File: src/uer_pkg.sv
// Shared types and constants for the ultrasonic echo ranger.
package uer_pkg;

    localparam int CH_W          = 3;
    localparam int DIST_W        = 16;
    localparam int NUM_DEV_W     = 4;
    localparam int PULSE_W       = 8;
    localparam int PRESCALE_W    = 6;
    localparam int TICKS_PER_MM  = 58;
    localparam int DEF_MAX_CHANNELS = 8;
    localparam int DEF_PULSE_TICKS  = 200;

    localparam logic [NUM_DEV_W-1:0] NUM_DEV_RESET = 4'd1;
    localparam logic [DIST_W-1:0]    DIST_MAX      = 16'hFFFF;

    typedef enum logic [1:0] {
        PH_IDLE    = 2'd0,
        PH_PULSE   = 2'd1,
        PH_WAIT    = 2'd2,
        PH_MEASURE = 2'd3
    } phase_t;

    typedef enum logic [1:0] {
        ACT_TICK  = 2'd0,
        ACT_START = 2'd1,
        ACT_READ  = 2'd2,
        ACT_CLEAR = 2'd3
    } action_t;

    typedef enum logic {
        REG_NUM_DEVICES  = 1'b0,
        REG_AUTO_ADVANCE = 1'b1
    } reg_index_t;

    // Distance store access from the control logic
    typedef struct packed {
        logic              wr_en;
        logic [CH_W-1:0]   wr_ch;
        logic [DIST_W-1:0] wr_data;
        logic              clr;
        logic [CH_W-1:0]   rd_ch;
    } store_req_t;

endpackage

File: src/uer_store.sv
// Per-channel distance store with single write, clear-all and one read port.
module uer_store #(
    parameter int MAX_CHANNELS = uer_pkg::DEF_MAX_CHANNELS
) (
    input  logic                      clk,
    input  logic                      rst_n,
    input  uer_pkg::store_req_t       req,
    output logic [uer_pkg::DIST_W-1:0] rd_data
);
    import uer_pkg::*;

    logic [DIST_W-1:0] dist_reg [MAX_CHANNELS];

    always_ff @(posedge clk or negedge rst_n)
    begin
        if (!rst_n)
        begin
            for (int i = 0; i < MAX_CHANNELS; i++)
            begin
                dist_reg[i] <= '0;
            end
        end
        else
        begin
            for (int i = 0; i < MAX_CHANNELS; i++)
            begin
                if (req.clr)
                begin
                    dist_reg[i] <= '0;
                end
                else if (req.wr_en && (32'(req.wr_ch) == i))
                begin
                    dist_reg[i] <= req.wr_data;
                end
            end
        end
    end

    // channels beyond the store read as zero
    always_comb
    begin
        rd_data = '0;
        for (int i = 0; i < MAX_CHANNELS; i++)
        begin
            if (32'(req.rd_ch) == i)
            begin
                rd_data = dist_reg[i];
            end
        end
    end

endmodule

File: src/ultrasonic_echo_ranger.sv
// Top level of the multi-channel ultrasonic ranger controller.
// Ultrasonic ranger controller: each input transaction is a tick (a time sample with the echo
// level), a start, a read or a clear-all. One transaction is accepted per clock cycle unless the
// output stalls, and each yields exactly one result transaction in the next cycle; all work for
// an item is done in the logic between the input handshake and the single output register, so
// the rate is one item per cycle whenever the output side takes results. A start fires a trigger
// pulse of PULSE_TICKS ticks, then the echo high time is prescaled by 58 ticks per millimeter,
// saturating at 65535, and stored per channel. Configuration writes are always ready.
module ultrasonic_echo_ranger #(
    parameter int MAX_CHANNELS = uer_pkg::DEF_MAX_CHANNELS,
    parameter int PULSE_TICKS  = uer_pkg::DEF_PULSE_TICKS
) (
    input  logic        clk,
    input  logic        rst_n,
    // configuration write channel
    input  logic        cfg_valid,
    output logic        cfg_ready,
    input  logic        cfg_index,
    input  logic [3:0]  cfg_data,
    // input stream
    input  logic        s_tvalid,
    output logic        s_tready,
    input  logic [7:0]  s_tdata,   // [2:0] device, [3] echo_level, [7:4] zero
    input  logic [1:0]  s_tuser,   // [1:0] action
    // result stream
    output logic        m_tvalid,
    input  logic        m_tready,
    output logic [31:0] m_tdata    // [0] trigger_high, [3:1] trigger_channel, [4] busy_res,
                                   // [5] done_res, [8:6] done_channel, [24:9] distance_mm,
                                   // [31:25] zero
);
    import uer_pkg::*;

    localparam int EFF_W = 5;

    logic [NUM_DEV_W-1:0]  num_devices_reg;
    logic                  auto_advance_reg;

    phase_t                phase_reg, phase_next;
    logic [CH_W-1:0]       chan_reg, chan_next;
    logic [PULSE_W-1:0]    pulse_reg, pulse_next;
    logic [PRESCALE_W-1:0] prescale_reg, prescale_next;
    logic [DIST_W-1:0]     echo_cnt_reg, echo_cnt_next;

    logic                  out_valid_reg;
    logic [31:0]           out_data_reg;

    action_t               action;
    logic [CH_W-1:0]       device;
    logic                  echo_level;
    logic                  accept;
    logic [EFF_W-1:0]      eff_devices;

    store_req_t            store_req;
    logic [DIST_W-1:0]     store_rd;

    logic                  trig;
    logic                  done;
    logic [CH_W-1:0]       done_ch;
    logic [DIST_W-1:0]     dist_mm;
    logic [PULSE_W-1:0]    pulse_inc;
    logic [PRESCALE_W-1:0] prescale_inc;
    logic [DIST_W-1:0]     echo_upd;

    assign action     = action_t'(s_tuser);
    assign device     = s_tdata[2:0];
    assign echo_level = s_tdata[3];

    assign s_tready  = !out_valid_reg || m_tready;
    assign accept    = s_tvalid && s_tready;
    assign cfg_ready = 1'b1;
    assign m_tvalid  = out_valid_reg;
    assign m_tdata   = out_data_reg;

    assign eff_devices = (EFF_W'(num_devices_reg) > EFF_W'(MAX_CHANNELS))
                       ? EFF_W'(MAX_CHANNELS) : EFF_W'(num_devices_reg);

    always_ff @(posedge clk or negedge rst_n)
    begin
        if (!rst_n)
        begin
            num_devices_reg  <= NUM_DEV_RESET;
            auto_advance_reg <= 1'b0;
        end
        else if (cfg_valid && cfg_ready)
        begin
            unique case (reg_index_t'(cfg_index))
                REG_NUM_DEVICES:  num_devices_reg  <= cfg_data;
                REG_AUTO_ADVANCE: auto_advance_reg <= cfg_data[0];
                default:          ;
            endcase
        end
    end

    always_comb
    begin
        pulse_inc    = pulse_reg + PULSE_W'(1);
        prescale_inc = prescale_reg + PRESCALE_W'(1);
        echo_upd     = echo_cnt_reg;
        if (prescale_inc >= PRESCALE_W'(TICKS_PER_MM) && echo_cnt_reg != DIST_MAX)
        begin
            echo_upd = echo_cnt_reg + DIST_W'(1);
        end
    end

    always_comb
    begin
        phase_next    = phase_reg;
        chan_next     = chan_reg;
        pulse_next    = pulse_reg;
        prescale_next = prescale_reg;
        echo_cnt_next = echo_cnt_reg;
        trig          = 1'b0;
        done          = 1'b0;
        done_ch       = '0;
        dist_mm       = '0;
        store_req.wr_en   = 1'b0;
        store_req.wr_ch   = chan_reg;
        store_req.wr_data = echo_upd;
        store_req.clr     = 1'b0;
        store_req.rd_ch   = device;

        if (action == ACT_TICK)
        begin
            unique case (phase_reg)
                PH_PULSE:
                begin
                    trig       = 1'b1;
                    pulse_next = pulse_inc;
                    if (pulse_inc >= PULSE_W'(PULSE_TICKS))
                    begin
                        phase_next = PH_WAIT;
                    end
                end
                PH_WAIT:
                begin
                    if (echo_level)
                    begin
                        phase_next    = PH_MEASURE;
                        prescale_next = '0;
                        echo_cnt_next = '0;
                    end
                end
                PH_MEASURE:
                begin
                    prescale_next = (prescale_inc >= PRESCALE_W'(TICKS_PER_MM))
                                  ? '0 : prescale_inc;
                    echo_cnt_next = echo_upd;
                    if (!echo_level)
                    begin
                        done            = 1'b1;
                        done_ch         = chan_reg;
                        dist_mm         = echo_upd;
                        store_req.wr_en = accept;
                        phase_next      = PH_IDLE;
                        // auto advance to the next channel in use
                        if (auto_advance_reg
                            && (EFF_W'(chan_reg) + EFF_W'(1) < eff_devices))
                        begin
                            chan_next     = chan_reg + CH_W'(1);
                            phase_next    = PH_PULSE;
                            pulse_next    = '0;
                            prescale_next = '0;
                            echo_cnt_next = '0;
                        end
                    end
                end
                default: ;
            endcase
        end
        else
        begin
            case (action)
                ACT_START:
                begin
                    if (EFF_W'(device) < eff_devices)
                    begin
                        chan_next     = device;
                        phase_next    = PH_PULSE;
                        pulse_next    = '0;
                        prescale_next = '0;
                        echo_cnt_next = '0;
                    end
                end
                ACT_READ:  dist_mm = store_rd;
                default:   store_req.clr = accept;
            endcase
            trig = (phase_next == PH_PULSE);
        end
    end

    uer_store #(
        .MAX_CHANNELS (MAX_CHANNELS)
    ) u_store (
        .clk     (clk),
        .rst_n   (rst_n),
        .req     (store_req),
        .rd_data (store_rd)
    );

    always_ff @(posedge clk or negedge rst_n)
    begin
        if (!rst_n)
        begin
            phase_reg    <= PH_IDLE;
            chan_reg     <= '0;
            pulse_reg    <= '0;
            prescale_reg <= '0;
            echo_cnt_reg <= '0;
        end
        else if (accept)
        begin
            phase_reg    <= phase_next;
            chan_reg     <= chan_next;
            pulse_reg    <= pulse_next;
            prescale_reg <= prescale_next;
            echo_cnt_reg <= echo_cnt_next;
        end
    end

    always_ff @(posedge clk or negedge rst_n)
    begin
        if (!rst_n)
        begin
            out_valid_reg <= 1'b0;
        end
        else if (accept)
        begin
            out_valid_reg <= 1'b1;
        end
        else if (m_tready)
        begin
            out_valid_reg <= 1'b0;
        end
    end

    always_ff @(posedge clk)
    begin
        if (accept)
        begin
            out_data_reg <= {7'd0, dist_mm, done_ch, done, (phase_next != PH_IDLE),
                             chan_next, trig};
        end
    end

endmodule

File: config.mk
export PLATFORM = sky130hd
export DESIGN_NAME = ultrasonic_echo_ranger
export DESIGN_NICKNAME = d
export VERILOG_FILES = /design/src/uer_pkg.sv /design/src/uer_store.sv /design/src/ultrasonic_echo_ranger.sv
export SDC_FILE = /design/constraint.sdc
export NUM_CORES = 1
export LEC_CHECK = 0
export ABC_AREA = 1
export BUFFER_PORTS_ARGS = -buffer_cell sky130_fd_sc_hd__clkbuf_2
export CAP_MARGIN = 30
export CORE_MARGIN = 10
export CORE_UTILIZATION = 60
export DETAILED_ROUTE_END_ITERATION = 8
export HOLD_SLACK_MARGIN = 0.05
export MAX_ROUTING_LAYER = met4
export PLACE_DENSITY = 0.79
export SLEW_MARGIN = 20
export SYNTH_ARGS = -nofsm -noshare
export SYNTH_HDL_FRONTEND = slang
export SYNTH_SLANG_ARGS = --single-unit
File: constraint.sdc
create_clock -name clk -period 2.63 [get_ports clk]
set_input_delay 0 -clock clk [delete_from_list [all_inputs] [get_ports clk]]
set_output_delay 0 -clock clk [all_outputs]
set_load 0.1 [all_outputs]
# Word level (Yosys, flattened, before mapping)
# Cells that the tools add are included.
# classes
bitwise,3
n_eq_ne,26
n_mux,76
reduce_logical,35
n_lt_le_gt_ge,5
add_sub_neg,5
# ops
op,count
$mux W16,35
$mux W6,7
$mux W8,5
$pmux W16 S2,1
$eq A3 B3 Y1 const B,8
$reduce_bool A2 Y1,12
$mux W3,6
$add A16 B1 Y16 const B,1
$ne A16 B16 Y1 const B,1
$pmux W8 S2,1
$mux W2,7
$eq A3 B2 Y1 const B,4
$pmux W6 S2,1
$logic_and A1 B1 Y1,11
$mux W1,11
$ne A3 B3 Y1 const B,3
$add A8 B1 Y8 const B,1
$ge A8 B8 Y1 const B,1
$add A6 B1 Y6 const B,1
$eq A2 B1 Y1 const B,3
$eq A2 B2 Y1 const B,3
$eq A3 B1 Y1 const B,2
$ge A6 B6 Y1 const B,1
$logic_not A3 Y1,2
17 further kinds,22
# word_totals
word_cells,169
in_bits,20
reg_bits,194
out_inout_bits,35

# Logic depth before layout (Yosys ltp)
# logic_depth
word_depth,11
mapped_depth,14
mapped_depth_nobuf,14

# By module
# From an unflattened synthesis, not the netlist that was laid out.
# unflattened
cells_unflattened,1189
area_unflattened_um2,10122.2
# by_module_without_submodules
mod,n_inst,seq_area_each_um2,area_each_um2,cells_each
uer_store,1,3203.1,6057.1,652
ultrasonic_echo_ranger,1,1778.0,4065.1,537

# Least setup slack after synthesis
# OpenSTA, ideal clock, no wires.
# synth_path
path_kind,reg-to-reg
from,"register out_valid_reg, in the netlist m_tvalid"
to,register u_store.dist_reg[15] (netlist name)
period_less_slack_ns,3.436
path_stages_with_launch,10
setup_slack_ns,-0.806
path_buffers,3
setup_ns,0.065
arrival_ns,3.371
t_required_ns,2.565
cell_sequence,dfrtp_1 nand2_1 nand2_4 inv_2 nand2_2 buf_4 buf_4 buf_2 nand4_1 nand2_1
# synth_via
elab_chain_cells,8
elab_cells_between_ends,11
classes_between,6 x mux; 5 x reduce/logical
# synth_lines
item,line_no,rtl
start: declaration,ultrasonic_echo_ranger.sv:45,logic out_valid_reg;
start signal: assignment,ultrasonic_echo_ranger.sv:225,out_valid_reg <= 1'b0;
start signal: assignment,ultrasonic_echo_ranger.sv:229,out_valid_reg <= 1'b1;
start signal: assignment,ultrasonic_echo_ranger.sv:233,out_valid_reg <= 1'b0;
$logic_not A1 Y1 *,ultrasonic_echo_ranger.sv:69,assign s_tready = !out_valid_reg || m_tready;
$logic_or A1 B1 Y1 *,ultrasonic_echo_ranger.sv:69,
named net s_tready,ultrasonic_echo_ranger.sv:22,"output logic s_tready,"
$logic_and A1 B1 Y1 *,ultrasonic_echo_ranger.sv:70,assign accept = s_tvalid && s_tready;
named net accept,ultrasonic_echo_ranger.sv:51,logic accept;
$mux W1,ultrasonic_echo_ranger.sv:149,if (!echo_level)
$mux W1,ultrasonic_echo_ranger.sv:125,unique case (phase_reg)
$mux W1,ultrasonic_echo_ranger.sv:123,if (action == ACT_TICK)
$logic_and A1 B1 Y1,uer_store.sv:31,else if (req.wr_en && (32'(req.wr_ch) == i))
$reduce_bool A2 Y1 (no line),-,
end signal: indexed assignment,uer_store.sv:33,dist_reg[i] <= req.wr_data;
end: declaration,uer_store.sv:12,logic [DIST_W-1:0] dist_reg [MAX_CHANNELS];
# Mark *: on every way through the listed nets, which the timed path passes. The rest lies on a longest branch.
# A chain may end at the register's enable or synchronous reset.

# Worst setup path after layout
# layout_path
from,register num_devices_reg[0]
to,register echo_cnt_reg[13]
# layout_via
elab_chain_cells,8
elab_cells_between_ends,11
classes_between,3 x order compare; 5 x mux; 3 x reduce/logical
# layout_lines
item,line_no,rtl
start: declaration,ultrasonic_echo_ranger.sv:36,logic [NUM_DEV_W-1:0] num_devices_reg;
start signal: assignment,ultrasonic_echo_ranger.sv:88,REG_NUM_DEVICES: num_devices_reg <= cfg_data;
$gt A4 B4 Y1,ultrasonic_echo_ranger.sv:75,assign eff_devices = (EFF_W'(num_devices_reg) > EFF_W'(MAX_CHANNELS))
$mux W4 *,ultrasonic_echo_ranger.sv:76,? EFF_W'(MAX_CHANNELS) : EFF_W'(num_devices_reg);
$lt A4 B4 Y1,ultrasonic_echo_ranger.sv:158,&& (EFF_W'(chan_reg) + EFF_W'(1) < eff_devices))
$logic_and A1 B1 Y1,ultrasonic_echo_ranger.sv:158,
$mux W16,ultrasonic_echo_ranger.sv:157,if (auto_advance_reg
$mux W16,ultrasonic_echo_ranger.sv:149,
$pmux W16 S2,ultrasonic_echo_ranger.sv:125,
$mux W16,ultrasonic_echo_ranger.sv:123,
end signal: assignment,ultrasonic_echo_ranger.sv:217,echo_cnt_reg <= echo_cnt_next;
end: declaration,ultrasonic_echo_ranger.sv:43,"logic [DIST_W-1:0] echo_cnt_reg, echo_cnt_next;"
# Every way passes the cells marked *; elsewhere a longest branch is shown, timed or not.

==> reports/metrics.cfg <==
[run_status]
status=finished clean

[worst_hold_path]
min_from=cfg_index
hp-class=input port to flop
holdPathStages=4
worstHoldEndpoint=num_devices_reg[1]

[yosys]
yosysUniqueCellTypes=41
async_flop_share_pct=87.1
netlist_area_um2=9970
synth-seq-cells=194
yosys_warnings=0
synth_edf_count=25
synth-main-ff-cell=dfrtp_1
yosysSeqAreaShare_pct=50.0
synthCells=1229
synth_top_area_share_pct=42.2
yosysTopAreaCell=dfrtp_1
synth_top_cells_by_count=nand2_1 (431), dfrtp_1 (168), o21ai_0 (97)
syn_avg_cell_area_um2=8.11
synthTopCellsByArea=dfrtp_1 (42%), nand2_1 (16%), edfxtp_1 (7.5%)
yosysMostFrequentCell=nand2_1

[floorplan]
coreArea_um2=16400
initial_core_util_pct=60.7
rows=47
die_h_um=149
pin_count=55
die_w_um=149
die-area_um2=22200

[detailed_routing]
wl_um=25900
first_iter_violations=819
routedWlPerCell_um=17.1
vias=8577
drc=0
viasPerCell=5.66
firstDrtPassIters=5
ant_nets=0

[final_layout]
largest_register_ff_count=128
regArea_um2=4980
stdcell_count=1515
fill_cells=1327
multi_input_area_um2=4380
drive_gt1_share_pct=12.3
syn2layout_area_growth_pct=11.7
nets=1320
final_util_pct=67.9
antenna_cells=0

[global_routing]
grt_overflow=0
first_global_vias=8318
antenna_found_initial=0
grt_max_degree=70
grt_pass1_wl_um=42400
track_usage_pct=24.5

[clock_network]
cts_setup_buffers=0
clockBufferDepth=2
clkSinkCount=194
path_clk_slew_ns=0.07
cts_buffers=17
insertion_delay_ns=0.44
cts.htree.levels=4
cts_root_buf=clkbuf_16
cts_tree=yes

[pwr]
leakage_nw=5.30
switching_share_pct=28.2
p_seq_share_pct=45.5
vdd_drop_max_mv=0.519
finalPower_mw=7.01
powerDensity_nw_per_um2=630
power.switching_mw=1.98
comb_power_share_pct=14.0
pwr-share-clk_pct=40.5
intPower_mw=5.03

[sta]
min_period_ns=2.46
setup_viol_count_final=0
skew_ns=0.00825
relSlewSlack_pct=52.5
worst_slew_pin_slew_ns=0.712
fmax_ghz=0.406
grt_setup_unrepaired=no
holdWs_ns=0.0776
post-route-period-util_pct=93.6
finalMaxSlewViolations=0
finalHoldViolCount=0

[worst_setup_path]
reg2reg_slack_ns=0.17
path_class=flop to flop
cp_max_fo=9
ff2ff_path_depth=12
critical_path.endpoint_type=flop
worstSetupStartpointType=flop
worstReg2RegEnd=echo_cnt_reg[13]
crit_required_ns=2.98
r2r_start=num_devices_reg[0]
cp.arrival_ns=2.81

[run]
maxCapViolCount=0

[place]
io_buffers=42
dp_hpwl_um=17300
placed_cells=1469
gp_congestion=0.924

-- worst max-delay path, cell delays in order, from the launching register on --
cell,delay [ns]
dfstp_2,0.56
nor3_1,0.05
o21ai_0,0.25
ha_1,0.29
o21ai_1,0.08
nand2_1,0.06
nand2_1,0.10
nand3_1,0.17
nand2_2,0.18
nand2_1,0.07
inv_1,0.10
nand3_2,0.21
o21ai_0,0.25
-- power groups by stage --
stage          logic, mW  clock network, mW  registers (mW)
2_1_floorplan      0.495                  0            3.46
5_1_grt             1.07               2.97            3.20
3_5_place_dp       0.946                  0            3.24
4_1_cts            0.975               2.85            3.19
3_3_place_gp       0.931                  0            3.24
6_report           0.983               2.84            3.19
-- metal layers --
layer	vias to the layer above	track usage (%)	routed length (um)
met5	-	-	0
met4	0	9.22	599
met3	47	4.13	1610
met2	336	38.5	12500
met1	4076	31.3	11200
li1	4118	-	-
-- metrics by stage --
| stage | area, um^2 | worst slack [ns] | setup TNS, ns |
|---|---|---|---|
| 3_3_place_gp | 10300 | 0.188 | 0 |
| 4_1_cts | 11100 | 0.0386 | 0 |
| 6_report | 11100 | 0.170 | 0 |
| 2_1_floorplan | 10000 | 0.0650 | 0 |
| 5_1_grt | 11100 | 0.0130 | 0 |
| 3_5_place_dp | 10300 | -0.00172 | -0.00172 |
-- logic make-up (layout without fill, tap and decap cells) --
family | Yosys count | count (layout) | share of synthesized area [%]
AO/OA/AOI/OAI | 184 | 184 | 9.64
multiplexers | 2 | 2 | 0.226
flip-flops | 194 | 194 | 50.0
AND/OR/NAND/NOR | 681 | 681 | 29.9
buffers and inverters | 133 | 193 | 6.58
XOR/XNOR | 15 | 15 | 1.32
other | 2 | 8 | 0.0754
adder cells (fa/ha/maj) | 18 | 18 | 2.26
-- cell usage in the layout (no fill, tap or decap), types with 16 or more instances in the layout --
cell,Yosys,final
nand2_1,431,429
dfrtp_1,168,167
o21ai_0,97,96
nand3_1,95,94
inv_1,69,69
nor2_1,66,66
o21ai_1,43,44
clkbuf_2,1,41
nand4_1,34,34
a21oi_1,28,28
edfxtp_1,25,25
buf_4,10,19
ha_1,18,18
clkbuf_16,0,17
nand2_2,15,16
-- timing repair --
action | 4_1_cts | 5_1_grt
hold buffers | 14 | 0
gates resized for setup | 0 | 4
setup endpoints to repair | 0 | 20
endpoints found under the hold margin | 78 | 0
-- final cells by class --
cell class / instances / area share, %
Sequential cell: 194 / 44.8
Multi-Input combinational cell: 908 / 39.3
Timing Repair Buffer: 77 / 4.84
Clock buffer: 19 / 3.89
Inverter: 84 / 2.85
Tap cell: 220 / 2.47
Clock inverter: 13 / 1.88
-- how the worst max path moves through the flow --
| stage | start | endpoint | slack, ns |
|---|---|---|---|
| 2_1_floorplan | m_tvalid | u_store.dist_reg[15] | 0.07 |
| 3_3_place_gp | num_devices_reg[0] | prescale_reg[1] | 0.19 |
| 3_5_place_dp | num_devices_reg[0] | echo_cnt_reg[13] | -0.002 |
| 4_1_cts | num_devices_reg[0] | echo_cnt_reg[13] | 0.04 |
| 5_1_grt | num_devices_reg[0] | echo_cnt_reg[13] | 0.01 |
| 6_report | num_devices_reg[0] | echo_cnt_reg[13] | 0.17 |
Note: power is estimated with default switching activity, not from simulation.
